**config.mk**
```make
export PLATFORM = sky130hd
export DESIGN_NAME = fcf_cell
export DESIGN_NICKNAME = d
export VERILOG_FILES = /design/src/rtl/fcf_pkg.sv /design/src/rtl/fcf_cell.sv
export SDC_FILE = /design/constraint.sdc
export NUM_CORES = 1
export LEC_CHECK = 0
export BUFFER_PORTS_ARGS = -buffer_cell sky130_fd_sc_hd__buf_2
export CORE_UTILIZATION = 39
export CTS_CLUSTER_SIZE = 14
export DETAILED_ROUTE_END_ITERATION = 12
export GPL_TIMING_DRIVEN = 0
export MAX_ROUTING_LAYER = met4
export PLACE_DENSITY_LB_ADDON = 0.15
export SYNTH_ARGS = -nofsm -noshare
export SYNTH_HDL_FRONTEND = slang
export SYNTH_SLANG_ARGS = --single-unit
```
**constraint.sdc**
```tcl
create_clock -name clock -period 0.8 [get_ports clock]
set_clock_uncertainty 0.05 [all_clocks]
set_input_delay 0.12 -clock clock [delete_from_list [all_inputs] [get_ports clock]]
set_output_delay 0.12 -clock clock [all_outputs]
set_load 0.005 [all_outputs]
```
**src/rtl/fcf_pkg.sv**
```systemverilog
// Shared types and constants of the fully connected forward unit.
// Used by fcf_cell, fcf_mac and fully_connected_forward_unit; depends on nothing.
`default_nettype none

package fcf_pkg;

   localparam int IN_MAX_DEF  = 256;
   localparam int OUT_MAX_DEF = 64;

   localparam int CMD_W    = 2;
   localparam int IN_IDX_W = 8;
   localparam int OUT_IDX_W = 6;
   localparam int SAMPLE_W = 16;
   localparam int BIAS_W   = 32;
   localparam int PROD_W   = 32;
   localparam int ACC_W    = 40;
   localparam int RESULT_W = 32;
   localparam int IN_CNT_W  = 9;
   localparam int OUT_CNT_W = 7;
   localparam int CSR_ADDR_W = 3;
   localparam int CSR_DATA_W = 32;

   localparam logic [CMD_W-1:0] CMD_WRITE_WEIGHT = 2'd0;
   localparam logic [CMD_W-1:0] CMD_WRITE_BIAS   = 2'd1;
   localparam logic [CMD_W-1:0] CMD_FEED         = 2'd2;

   localparam logic REG_INPUT_COUNT  = 1'b0;
   localparam logic REG_OUTPUT_COUNT = 1'b1;

   typedef struct packed {
      logic valid;
      logic first;
   } mac_ctl_type;

endpackage

`default_nettype wire

```
**src/rtl/fcf_cell.sv**
```systemverilog
// One accumulator cell of the ring: holds one output channel's 40-bit sum.
// Depends on fcf_pkg for the accumulator width.
`default_nettype none

module fcf_cell (
   input  wire logic                       clock,
   input  wire logic                       reset,
   input  wire logic                       shift_en,
   input  wire logic [fcf_pkg::ACC_W-1:0]  acc_in,
   output logic      [fcf_pkg::ACC_W-1:0]  acc_out
);

   logic [fcf_pkg::ACC_W-1:0] acc_ff;

   always_ff @(posedge clock) begin
      if (reset) begin
         acc_ff <= '0;
      end else if (shift_en) begin
         acc_ff <= acc_in;
      end
   end

   assign acc_out = acc_ff;

endmodule

`default_nettype wire

```
* Word level (Yosys, flattened, before mapping)
Index checks and enable logic that the tools add are counted.
** Word-level totals
- Input bits :: 43
- Logic and storage cells :: 1
- Flip-flop bits (word level) :: 40

* Depth between registers and ports, before layout
- Depth in word-level cells :: 0
- Gate-level depth with buffers :: 4
- Depth with buffers taken out :: 2

* Worst setup path after synthesis
OpenSTA, ideal clock, no wires.
- Path type :: input -> register
- From :: input shift_en
- To :: register acc_ff (netlist bit acc_out[0])
- Path buffers :: 2
- Data required time :: 0.622 ns
- Stages on the path :: 4
- Data arrival time :: 0.585 ns
- Slack :: 0.037 ns
- Cell sequence :: buf_6 buf_12 mux2i_1 nor2_1
** RTL lines
- from (decl) :: RTL line fcf_cell.sv:8 : input wire logic shift_en,
- to (signal assigned) :: RTL line fcf_cell.sv:19 : acc_ff <= acc_in;
- to (decl) :: RTL line fcf_cell.sv:13 : logic [fcf_pkg::ACC_W-1:0] acc_ff;

* Worst setup path after layout
- From :: register acc_ff (netlist bit acc_out[5])
- To :: output acc_out[5] (netlist bit)
** RTL lines
- to (decl) :: RTL line fcf_cell.sv:10 : output logic [fcf_pkg::ACC_W-1:0] acc_out
No word-level cell between the ends.

==> results.sh <==
export IMPL_fin_crit_sh_pct=113.2
export IMPL_synthFlopType="dfxtp_1"
export IMPL_core_area_um2=3468
export IMPL_finalSetupViolCount=41
export IMPL_clockBufferDepth=2
export IMPL_drt_met1_wl_um=1304
export IMPL_power_density_nw_per_um2=1918
export IMPL_grt_pass1_vias=1140
export IMPL_peakVddDrop_mv=1.094
export IMPL_largest_reg_flops=40
export IMPL_crit_buf_inv=1
export IMPL_synth_adder_area_share_pct=0
export IMPL_dr_pass1_iters=4
export IMPL_cp_top_family="flip-flops"
export IMPL_yosys_warnings=0
export IMPL_routed_wl_um=2940
export IMPL_path_cells="buf_2"
export IMPL_synth_commonest_cells="40 x dfxtp_1, 40 x mux2i_1, 40 x nor2_1"
export IMPL_highest_layer="met4"
export IMPL_cp_data_arrival_time_ns=0.74
export IMPL_ios=83
export IMPL_synth_seq_area_share_pct=54.94
export IMPL_vias=1191
export IMPL_crit_required_ns=0.63
export IMPL_avgSynthCellArea_um2=11.30
export IMPL_rsz0062_at_grt="yes"
export IMPL_hold_class="input pin to flop"
export IMPL_synth_distinct_cells=6
export IMPL_netlist_area_um2=1458
export IMPL_drc=0
export IMPL_route_met3_wl_um=233
export IMPL_routedWlPerCell_um=11.05
export IMPL_synthMuxAreaShare_pct=27.47
export IMPL_synthSimpleGateAreaFrac_pct=10.30
export IMPL_status="finished, violations left"
export IMPL_grt_max_degree=13
export IMPL_synth_top_area_share_pct=54.94
export IMPL_place_ws_ns=-0.04169
export IMPL_finalMaxSlewViolations=0
export IMPL_antenna_found_initial=0
export IMPL_layout_setup_ws_ns=-0.1053
export IMPL_die_w_um=63.14
export IMPL_place_hpwl_um=2153
export IMPL_hold_viol_final=0
export IMPL_grt_usage_pct=16.02
export IMPL_rows=21
export IMPL_routed_via_density=4.477
export IMPL_cts_root_buffer="clkbuf_8"
export IMPL_leakage_nw=1.138
export IMPL_netlist_instances=129
export IMPL_crit_path_max_incr_delay_ns=0.34
export IMPL_path_class="flop to output pin"
export IMPL_synth_edf_count=0
export IMPL_fin_crit_ns=0.9053
export IMPL_whs_ns=0.01624
export IMPL_critPathMaxFanout=2
export IMPL_path_clk_slew_ns=0.07
export IMPL_n_antenna_cell=0
export IMPL_cts_hold_buf=0
export IMPL_cts_sinks=40
export IMPL_drive_gt1_share_pct=61.82
export IMPL_overflow=0
export IMPL_route_met2_wl_um=1375
export IMPL_syn2layout_area_growth_pct=46.70
export IMPL_violations="setup timing"
export IMPL_setup_tns_ns=-3.499
export IMPL_syn_nets=172
export IMPL_cts_max_level=2
export IMPL_endpoint_kind="output pin"
export IMPL_fmax_mhz=1105
export IMPL_ys_top_cells_by_area="dfxtp_1 55%, mux2i_1 27%, nor2_1 10%"
export IMPL_synth_top_area_cell="dfxtp_1"
export IMPL_final_antenna_net_count=0
export IMPL_grt_first_pass_wirelength_um=4905
export IMPL_yosys_area_share_xor_xnor_pct=0
export IMPL_dr_first_iter_drc_count=22
export IMPL_gp_congestion=0.7416
export IMPL_fillers=317
export IMPL_cts_made_buffers=5
export IMPL_cp_slowest_cell="dfxtp_2"
export IMPL_tightest_slew_ns=0.4126
export IMPL_ys_ff_latch=40
export IMPL_fin_util_pct=61.65
export IMPL_clk_latency_ns=0.28
export IMPL_start_kind="flop"
export IMPL_cap_violations=0
export IMPL_die_area_um2=3986
export IMPL_synth_compound_area_share_pct=0
export IMPL_synth_top_family_by_area="multiplexers"
export IMPL_async_flop_share_pct=0
export IMPL_die_h_um=63.14
export IMPL_nets=262
export IMPL_tritoncts="built"
export IMPL_start_util_pct=42.03
export IMPL_io_buffers=80
export IMPL_slew_limit_headroom_pct=72.49
[worst min-delay path, stage by stage]
cell     delay (ns)
buf_2          0.07
mux2i_1        0.05
nor2_1         0.07
[layout by cell type, fill, tap and decap left out, drive strengths merged]
cell type | netlist | layout
mux2i | 40 | 40
clkbuf | 4 | 10
buf | 5 | 88
dfxtp | 40 | 40
nor2 | 40 | 40
clkinv | 0 | 2
[cell type report]
cell class,instances,area (um^2),share of cell area [%]
Sequential cell,40,850.8,39.79
Multi-Input combinational cell,80,550.5,25.75
Timing Repair Buffer,83,480.5,22.47
Tap cell,46,57.56,2.692
Clock inverter,2,10.01,0.4681
Clock buffer,6,82.58,3.862
Buffer,9,106.4,4.974
[worst paths after layout]
| check | from | endpoint | slack (ns) | depth (start not counted) |
|---|---|---|---|---|
| max | acc_out[5]$_SDFFE_PP0P_ | acc_out[5] | -0.11 | 1 |
| min | acc_in[35] | acc_out[35]$_SDFFE_PP0P_ | 0.02 | 3 |
| max reg2reg | acc_out[5]$_SDFFE_PP0P_ | acc_out[5]$_SDFFE_PP0P_ | -0.03 | 3 |
| min reg2reg | acc_out[6]$_SDFFE_PP0P_ | acc_out[6]$_SDFFE_PP0P_ | 0.43 | 2 |
[stage by stage]
stage               instances  power, mW  area (um^2)
floorplan                 129      2.502         1458
global placement          255      2.730         1916
detailed placement        255      2.752         1916
CTS                       265      4.105         2069
global route              266      4.301         2138
finish                    266      4.101         2138
[layer usage]
layer  vias to the layer above  GRT usage (%)
met5                         -              -
met4                         0          4.360
met3                         4          4.529
met2                        58          27.82
met1                       532          17.80
li1                        597              -
[where the power goes]
group / total, mW / switching (mW) / internal [mW]
combinational: 0.579 / 0.233 / 0.346
sequential: 2.19 / 0.0614 / 2.13
clock: 1.33 / 0.640 / 0.687
[cells by family after synthesis]
logic type             Yosys count
buffers and inverters            9
flip-flops                      40
multiplexers                    40
AND/OR/NAND/NOR                 40
[repair_timing]
action / CTS / global route
gates resized for setup: 37 / 13
setup buffers: 2 / 1
cloned: 0 / 0
setup endpoints to repair: 40 / 42
(Power assumes the default switching activity.)
