--- config.mk ---
export PLATFORM = sky130hd
export DESIGN_NAME = fcf_mac
export DESIGN_NICKNAME = d
export VERILOG_FILES = /design/src/rtl/fcf_pkg.sv /design/src/rtl/fcf_mac.sv
export SDC_FILE = /design/constraint.sdc
export NUM_CORES = 1
export LEC_CHECK = 0
export BUFFER_PORTS_ARGS = -buffer_cell sky130_fd_sc_hd__buf_2
export CORE_MARGIN = 1
export CORE_UTILIZATION = 40
export CTS_BUF_LIST = sky130_fd_sc_hd__clkbuf_16
export DETAILED_ROUTE_END_ITERATION = 7
export PLACE_DENSITY_LB_ADDON = 0.08
export SLEW_MARGIN = 20
export SYNTH_ARGS = -nofsm -noshare
export SYNTH_HDL_FRONTEND = slang
export SYNTH_SLANG_ARGS = --single-unit
--- constraint.sdc ---
create_clock -name clock -period 7.8 [get_ports clock]
set_input_delay 1.56 -clock clock [delete_from_list [all_inputs] [get_ports clock]]
set_output_delay 1.56 -clock clock [all_outputs]
set_load 0.05 [all_outputs]
--- src/rtl/fcf_pkg.sv ---
// Shared types and constants of the fully connected forward unit.
// Used by fcf_cell, fcf_mac and fully_connected_forward_unit; depends on nothing.
`default_nettype none

package fcf_pkg;

   localparam int IN_MAX_DEF  = 256;
   localparam int OUT_MAX_DEF = 64;

   localparam int CMD_W    = 2;
   localparam int IN_IDX_W = 8;
   localparam int OUT_IDX_W = 6;
   localparam int SAMPLE_W = 16;
   localparam int BIAS_W   = 32;
   localparam int PROD_W   = 32;
   localparam int ACC_W    = 40;
   localparam int RESULT_W = 32;
   localparam int IN_CNT_W  = 9;
   localparam int OUT_CNT_W = 7;
   localparam int CSR_ADDR_W = 3;
   localparam int CSR_DATA_W = 32;

   localparam logic [CMD_W-1:0] CMD_WRITE_WEIGHT = 2'd0;
   localparam logic [CMD_W-1:0] CMD_WRITE_BIAS   = 2'd1;
   localparam logic [CMD_W-1:0] CMD_FEED         = 2'd2;

   localparam logic REG_INPUT_COUNT  = 1'b0;
   localparam logic REG_OUTPUT_COUNT = 1'b1;

   typedef struct packed {
      logic valid;
      logic first;
   } mac_ctl_type;

endpackage

`default_nettype wire

--- src/rtl/fcf_mac.sv ---
// Shared multiply-accumulate unit: registered Q16.16 product, then 40-bit add
// onto the ring head or onto the bias. Depends on fcf_pkg.
`default_nettype none

module fcf_mac (
   input  wire logic                                clock,
   input  wire logic                                reset,
   input  wire fcf_pkg::mac_ctl_type                ctl_in,
   input  wire logic signed [fcf_pkg::SAMPLE_W-1:0] act,
   input  wire logic signed [fcf_pkg::SAMPLE_W-1:0] weight,
   input  wire logic signed [fcf_pkg::BIAS_W-1:0]   bias,
   input  wire logic signed [fcf_pkg::ACC_W-1:0]    head,
   output fcf_pkg::mac_ctl_type                     ctl_out,
   output logic signed [fcf_pkg::ACC_W-1:0]         sum
);

   fcf_pkg::mac_ctl_type                ctl_ff;
   logic signed [fcf_pkg::PROD_W-1:0]   prod_ff;
   logic signed [fcf_pkg::PROD_W-1:0]   prod_in;
   logic signed [fcf_pkg::BIAS_W-1:0]   bias_ff;
   logic signed [fcf_pkg::ACC_W-1:0]    base;

   // zero activation contributes nothing, whatever the weight entry holds
   assign prod_in = (act == '0) ? '0
                    : fcf_pkg::PROD_W'(act) * fcf_pkg::PROD_W'(weight);

   always_ff @(posedge clock) begin
      if (reset) begin
         ctl_ff <= '0;
      end else begin
         ctl_ff <= ctl_in;
      end
      prod_ff <= prod_in;
      bias_ff <= bias;
   end

   assign base    = ctl_ff.first ? fcf_pkg::ACC_W'(bias_ff) : head;
   assign sum     = base + fcf_pkg::ACC_W'(prod_ff);
   assign ctl_out = ctl_ff;

endmodule

`default_nettype wire

Word level (Yosys, flattened, before mapping)
Cells that the tools add are included.
- add/sub/neg operators: 1
- multipliers: 1
- div/mod/pow operators: 0
- order comparisons: 0
- eq/ne operators: 0
- shift-type cells: 0
- muxes and demuxes: 1
- bitwise logic cells: 0
- reduce and logical (&&, ||, !) cells: 1
- operator list (cell ; number):
    40-bit by 32-bit adder with 40-bit output ; 1
    40-bit 2-to-1 mux ; 1
    16-bit by 16-bit multiplier with 32-bit output ; 1
    16-bit zero test ; 1
- register bits: 66
- bits in latches: 0
- memory bits (writable): 0
- memory bits (read-only): 0
- output and inout bits: 42
- logic and storage cells: 8
- memories: 0

Longest topological paths before layout
- word-level depth: 2
- gate-level depth with buffers: 24
- gate-level depth less buffers: 23

Worst setup path before layout
OpenSTA, ideal clock, no wires.
- path type: input port to flip-flop
- start point: input port act[15] (netlist name)
- end point: register prod_ff[31] (netlist name)
- library setup time: 0.071 ns
- data arrival time: 7.712 ns
- setup slack: 0.017 ns
- stages: 22
- path through: clkbuf_1 > nand2_1 > inv_1 > fa_1 > fa_1 > fa_1 > fa_1 > fa_1 > inv_1 > fa_1 > inv_1 > ha_1 > a21oi_1 > o21ai_0 > a21o_1 > or3_1 > a211oi_2 > nor3_1 > or3_1 > o311a_1 > or3_1 > a21oi_1
- longest elaborated chain between the ends: 1
- elaborated cells on any way between the ends: 2
- those cells by class: 1 x mul; 1 x reduce/logical
- ends and longest elaborated chain (what ; RTL line ; text):
    from (decl) ; fcf_mac.sv:9 ; input wire logic signed [fcf_pkg::SAMPLE_W-1:0] act,
    16-bit by 16-bit multiplier with 32-bit output / 16-bit zero test (equally long branches) ; fcf_mac.sv:25, fcf_mac.sv:24 ;
    to (signal assigned) ; fcf_mac.sv:33 ; prod_ff <= prod_in;
    to (decl) ; fcf_mac.sv:18 ; logic signed [fcf_pkg::PROD_W-1:0] prod_ff;
Parallel ways exist; a longest one is shown, timed or not.
A chain may end at the register's enable or synchronous reset.

Final worst setup path
- start point: input port act[10] (netlist name)
- end point: register prod_ff[31] (netlist name)
Same word-level chain as after synthesis.

==> reports/qor.txt <==
startpoint types: input pin
Syn-to-layout area delta: 16.3%
Period minus WS final: 7.50 ns
DRC viols: 0
worst endpoint data arrival time: 7.77 ns
Rows: 67
Total Routing Usage GR: 20.1%
initial antenna violation count: 0
highest metal used: met4
MaxCap Viol Count: 0
Port Buf Inserts: 149
HPWL after detailed placement: 29500 µm
Nets: 2217
met2 wire length: 14100 µm
largest net degree at the start of global routing: 38
TritonRoute pass-1 iters: 5
Routed wire per std cell: 15.4 µm
GP Congestion: 0.852
Non-Filler Instances: 2178
Async SR Flop Fraction: 0%
Rel. slew slack: 61.0%
H-tree levels: 3
Fillers: 3349
crit-path cells: buf_2 -> buf_4 -> nand2_1 -> fa_1 -> inv_1 -> fa_1 -> fa_1 -> fa_1 -> fa_1 -> inv_1 -> fa_1 -> inv_1 -> ha_1 -> a21oi_1 -> o21ai_0 -> a21o_1 -> or3_1 -> a211oi_4 -> nor3_2 -> or3_1 -> o311a_1 -> or3_1 -> a21oi_2
clock tree buffer depth: 2
M1 WL: 17700 µm
global-route wire length before repair: 56500 µm
Core ar.: 33600 µm²
Worst path max stage delay: 0.57 ns
clock slew seen by the registers of the worst setup and hold paths: 0.06 ns
CP Capture Type: register
synthesized netlist cell count: 1518
post-layout instance area: 15900 µm²
Final setup viols: 0
Yosys reg bits: 66
highest clock rate: 133 MHz
number of synthesized flops with an enable pin: 0
Main synth FF type: dfxtp_1
Net Count, Synth: 2010
ant diodes: 0
Tightest Pin Transition: 0.583 ns
max-slew violation count: 0
Top Ports: 150
Routed WL: 33600 µm
Die X: 187 µm
routed length on met3: 1420 µm
Final Cycle Share: 96.2%
Iter 0 DRT Violations: 394
drt via density: 4.75
placed inst area: 15600 µm²
total CTS buffers: 9
vias in the first global route: 11000
Die Footprint: 35000 µm²
post-synthesis cell type count: 56
hold_ws: 1.32 ns
syn_area_per_cell: 9.03 µm²
cts hold-fix bufs: 0
worst path required time: 8.07 ns
CTS root buffer: clkbuf_16
most used cell, CP: fa_1
Final Hold Fails: 0
Worst Path Max Fanout: 11
status: finished clean
fin util: 47.4%
Crit Path Class: in2reg
global route overflow: 0
placed insts: 2161
sequential-to-total area share from yosys stat: 9.64%
yosys warns: 0
Syn Std Cell Area: 13700 µm²
slowest library cell on the worst path: fa_1
Initial Utilization: 40.8%
unrepaired setup endpoints after global routing: no
Post-DRT Antenna Nets: 0
vias post-DR: 10300
layout cell share with drive strength beyond 1: 17.6%
die height: 187 µm
worst min-delay path category: in2reg
CTS tree: built
clk sinks: 66
==> path summary, 6_finish.rpt <==
kind	startpoint	end	slack, ns	cells after the start
max	act[10]	prod_ff[31]$_SDFF_PN0_	0.30	23
min	bias[3]	bias_ff[3]$_DFF_P_	1.32	1
==> cells in the mapped netlist, types with 5 or more instances <==
master | n | area share (%)
a21boi_0 | 5 | 0.27
a21o_1 | 32 | 1.8
a21oi_1 | 56 | 2.0
a31oi_1 | 6 | 0.27
and2_1 | 129 | 5.9
and3_1 | 7 | 0.32
clkbuf_1 | 42 | 1.2
dfxtp_1 | 66 | 9.6
fa_1 | 263 | 38
ha_1 | 121 | 11
inv_1 | 304 | 8.3
mux2_2 | 30 | 2.5
nand2_1 | 164 | 4.5
nand2b_1 | 13 | 0.59
nand3_1 | 12 | 0.44
nand4_1 | 7 | 0.32
nor2_1 | 61 | 1.7
nor2b_1 | 11 | 0.50
nor3_1 | 13 | 0.47
nor4_1 | 5 | 0.23
o211ai_1 | 5 | 0.27
o21a_1 | 7 | 0.38
o21ai_0 | 32 | 1.2
o21bai_1 | 7 | 0.38
or3_1 | 5 | 0.23
xnor2_1 | 46 | 2.9
xor2_1 | 16 | 1.0
==> flip-flops by register name, summed over array words and instances, names as in the netlist <==
register / cells
bias_ff: 32
prod_ff: 32
ctl_out: 2
==> per-layer routing <==
layer	vias to the layer above	global-route usage (%)
li1	5120	-
met1	4952	30.7
met2	241	30.8
met3	24	1.91
met4	0	4.29
met5	-	0
==> final cells by class <==
cell class	count	area, µm²	share of cell area, %
sequential	66	1320	8.30
tap	448	561	3.52
clock inverter	7	82.6	0.518
inverter	304	1140	7.16
clock buffer	9	225	1.41
timing repair buffer	242	1490	9.37
multi-input combinational	1102	11100	69.7
==> per-stage QoR <==
stage          setup slack [ns]  setup TNS [ns]
2_1_floorplan            0.0172               0
3_3_place_gp            -0.0529         -0.0529
3_5_place_dp             -0.141          -0.162
4_1_cts                   0.209               0
5_1_grt                  0.0128               0
6_report                  0.298               0
==> cells by family after synthesis <==
| kind of cell | after synthesis | synth area share, % |
|---|---|---|
| buffers and inverters | 350 | 9.59 |
| xor gates and xnor gates | 62 | 3.96 |
| adders and majority gates | 384 | 49.5 |
| AOI/OAI and AO/OA | 183 | 8.69 |
| and+or+nand+nor | 439 | 15.9 |
| muxes | 34 | 2.76 |
| DFF | 66 | 9.64 |
==> critical path: cells and delay by family <==
| family | cells | cell delay [ns] |
|---|---|---|
| adder cells (fa/ha/maj) | 7 | 3.32 |
| AND/OR/NAND/NOR | 5 | 1.26 |
| AO/OA/AOI/OAI | 6 | 1.09 |
| buffers and inverters | 5 | 0.53 |
==> cells in the final DEF, fill, tap and decap left out, types with 4 or more instances in the layout <==
cell type  synthesis  layout
a211o_1            4       4
a211oi_1           4       4
a21boi_0           5       5
a21o_1            32      32
a21oi_1           56      54
a31oi_1            6       6
and2_1           129     129
and3_1             7       7
buf_2              0     144
buf_4              0      88
clkbuf_16          0       9
clkbuf_4           0       5
dfxtp_1           66      65
fa_1             263     259
fa_2               0       4
ha_1             121     120
inv_1            304     304
mux2_2            30      30
mux2i_1            4       4
nand2_1          164     164
nand2b_1          13      13
nand3_1           12      12
nand4_1            7       7
nor2_1            61      61
nor2b_1           11      11
nor3_1            13      12
nor4_1             5       5
o211ai_1           5       5
o21a_1             7       7
o21ai_0           32      32
o21bai_1           7       7
or3_1              5       5
xnor2_1           46      46
xor2_1            16      16
==> repair_timing <==
| action | in CTS | in global routing |
|---|---|---|
| setup buffers | 0 | 1 |
| gates resized for setup | 0 | 17 |
| endpoints found under the setup margin | 0 | 1 |
| hold endpoints to repair | 0 | 0 |
Power is not shown: default switching activity piles up to over one toggle a cycle in this logic, so the estimate is an artifact.
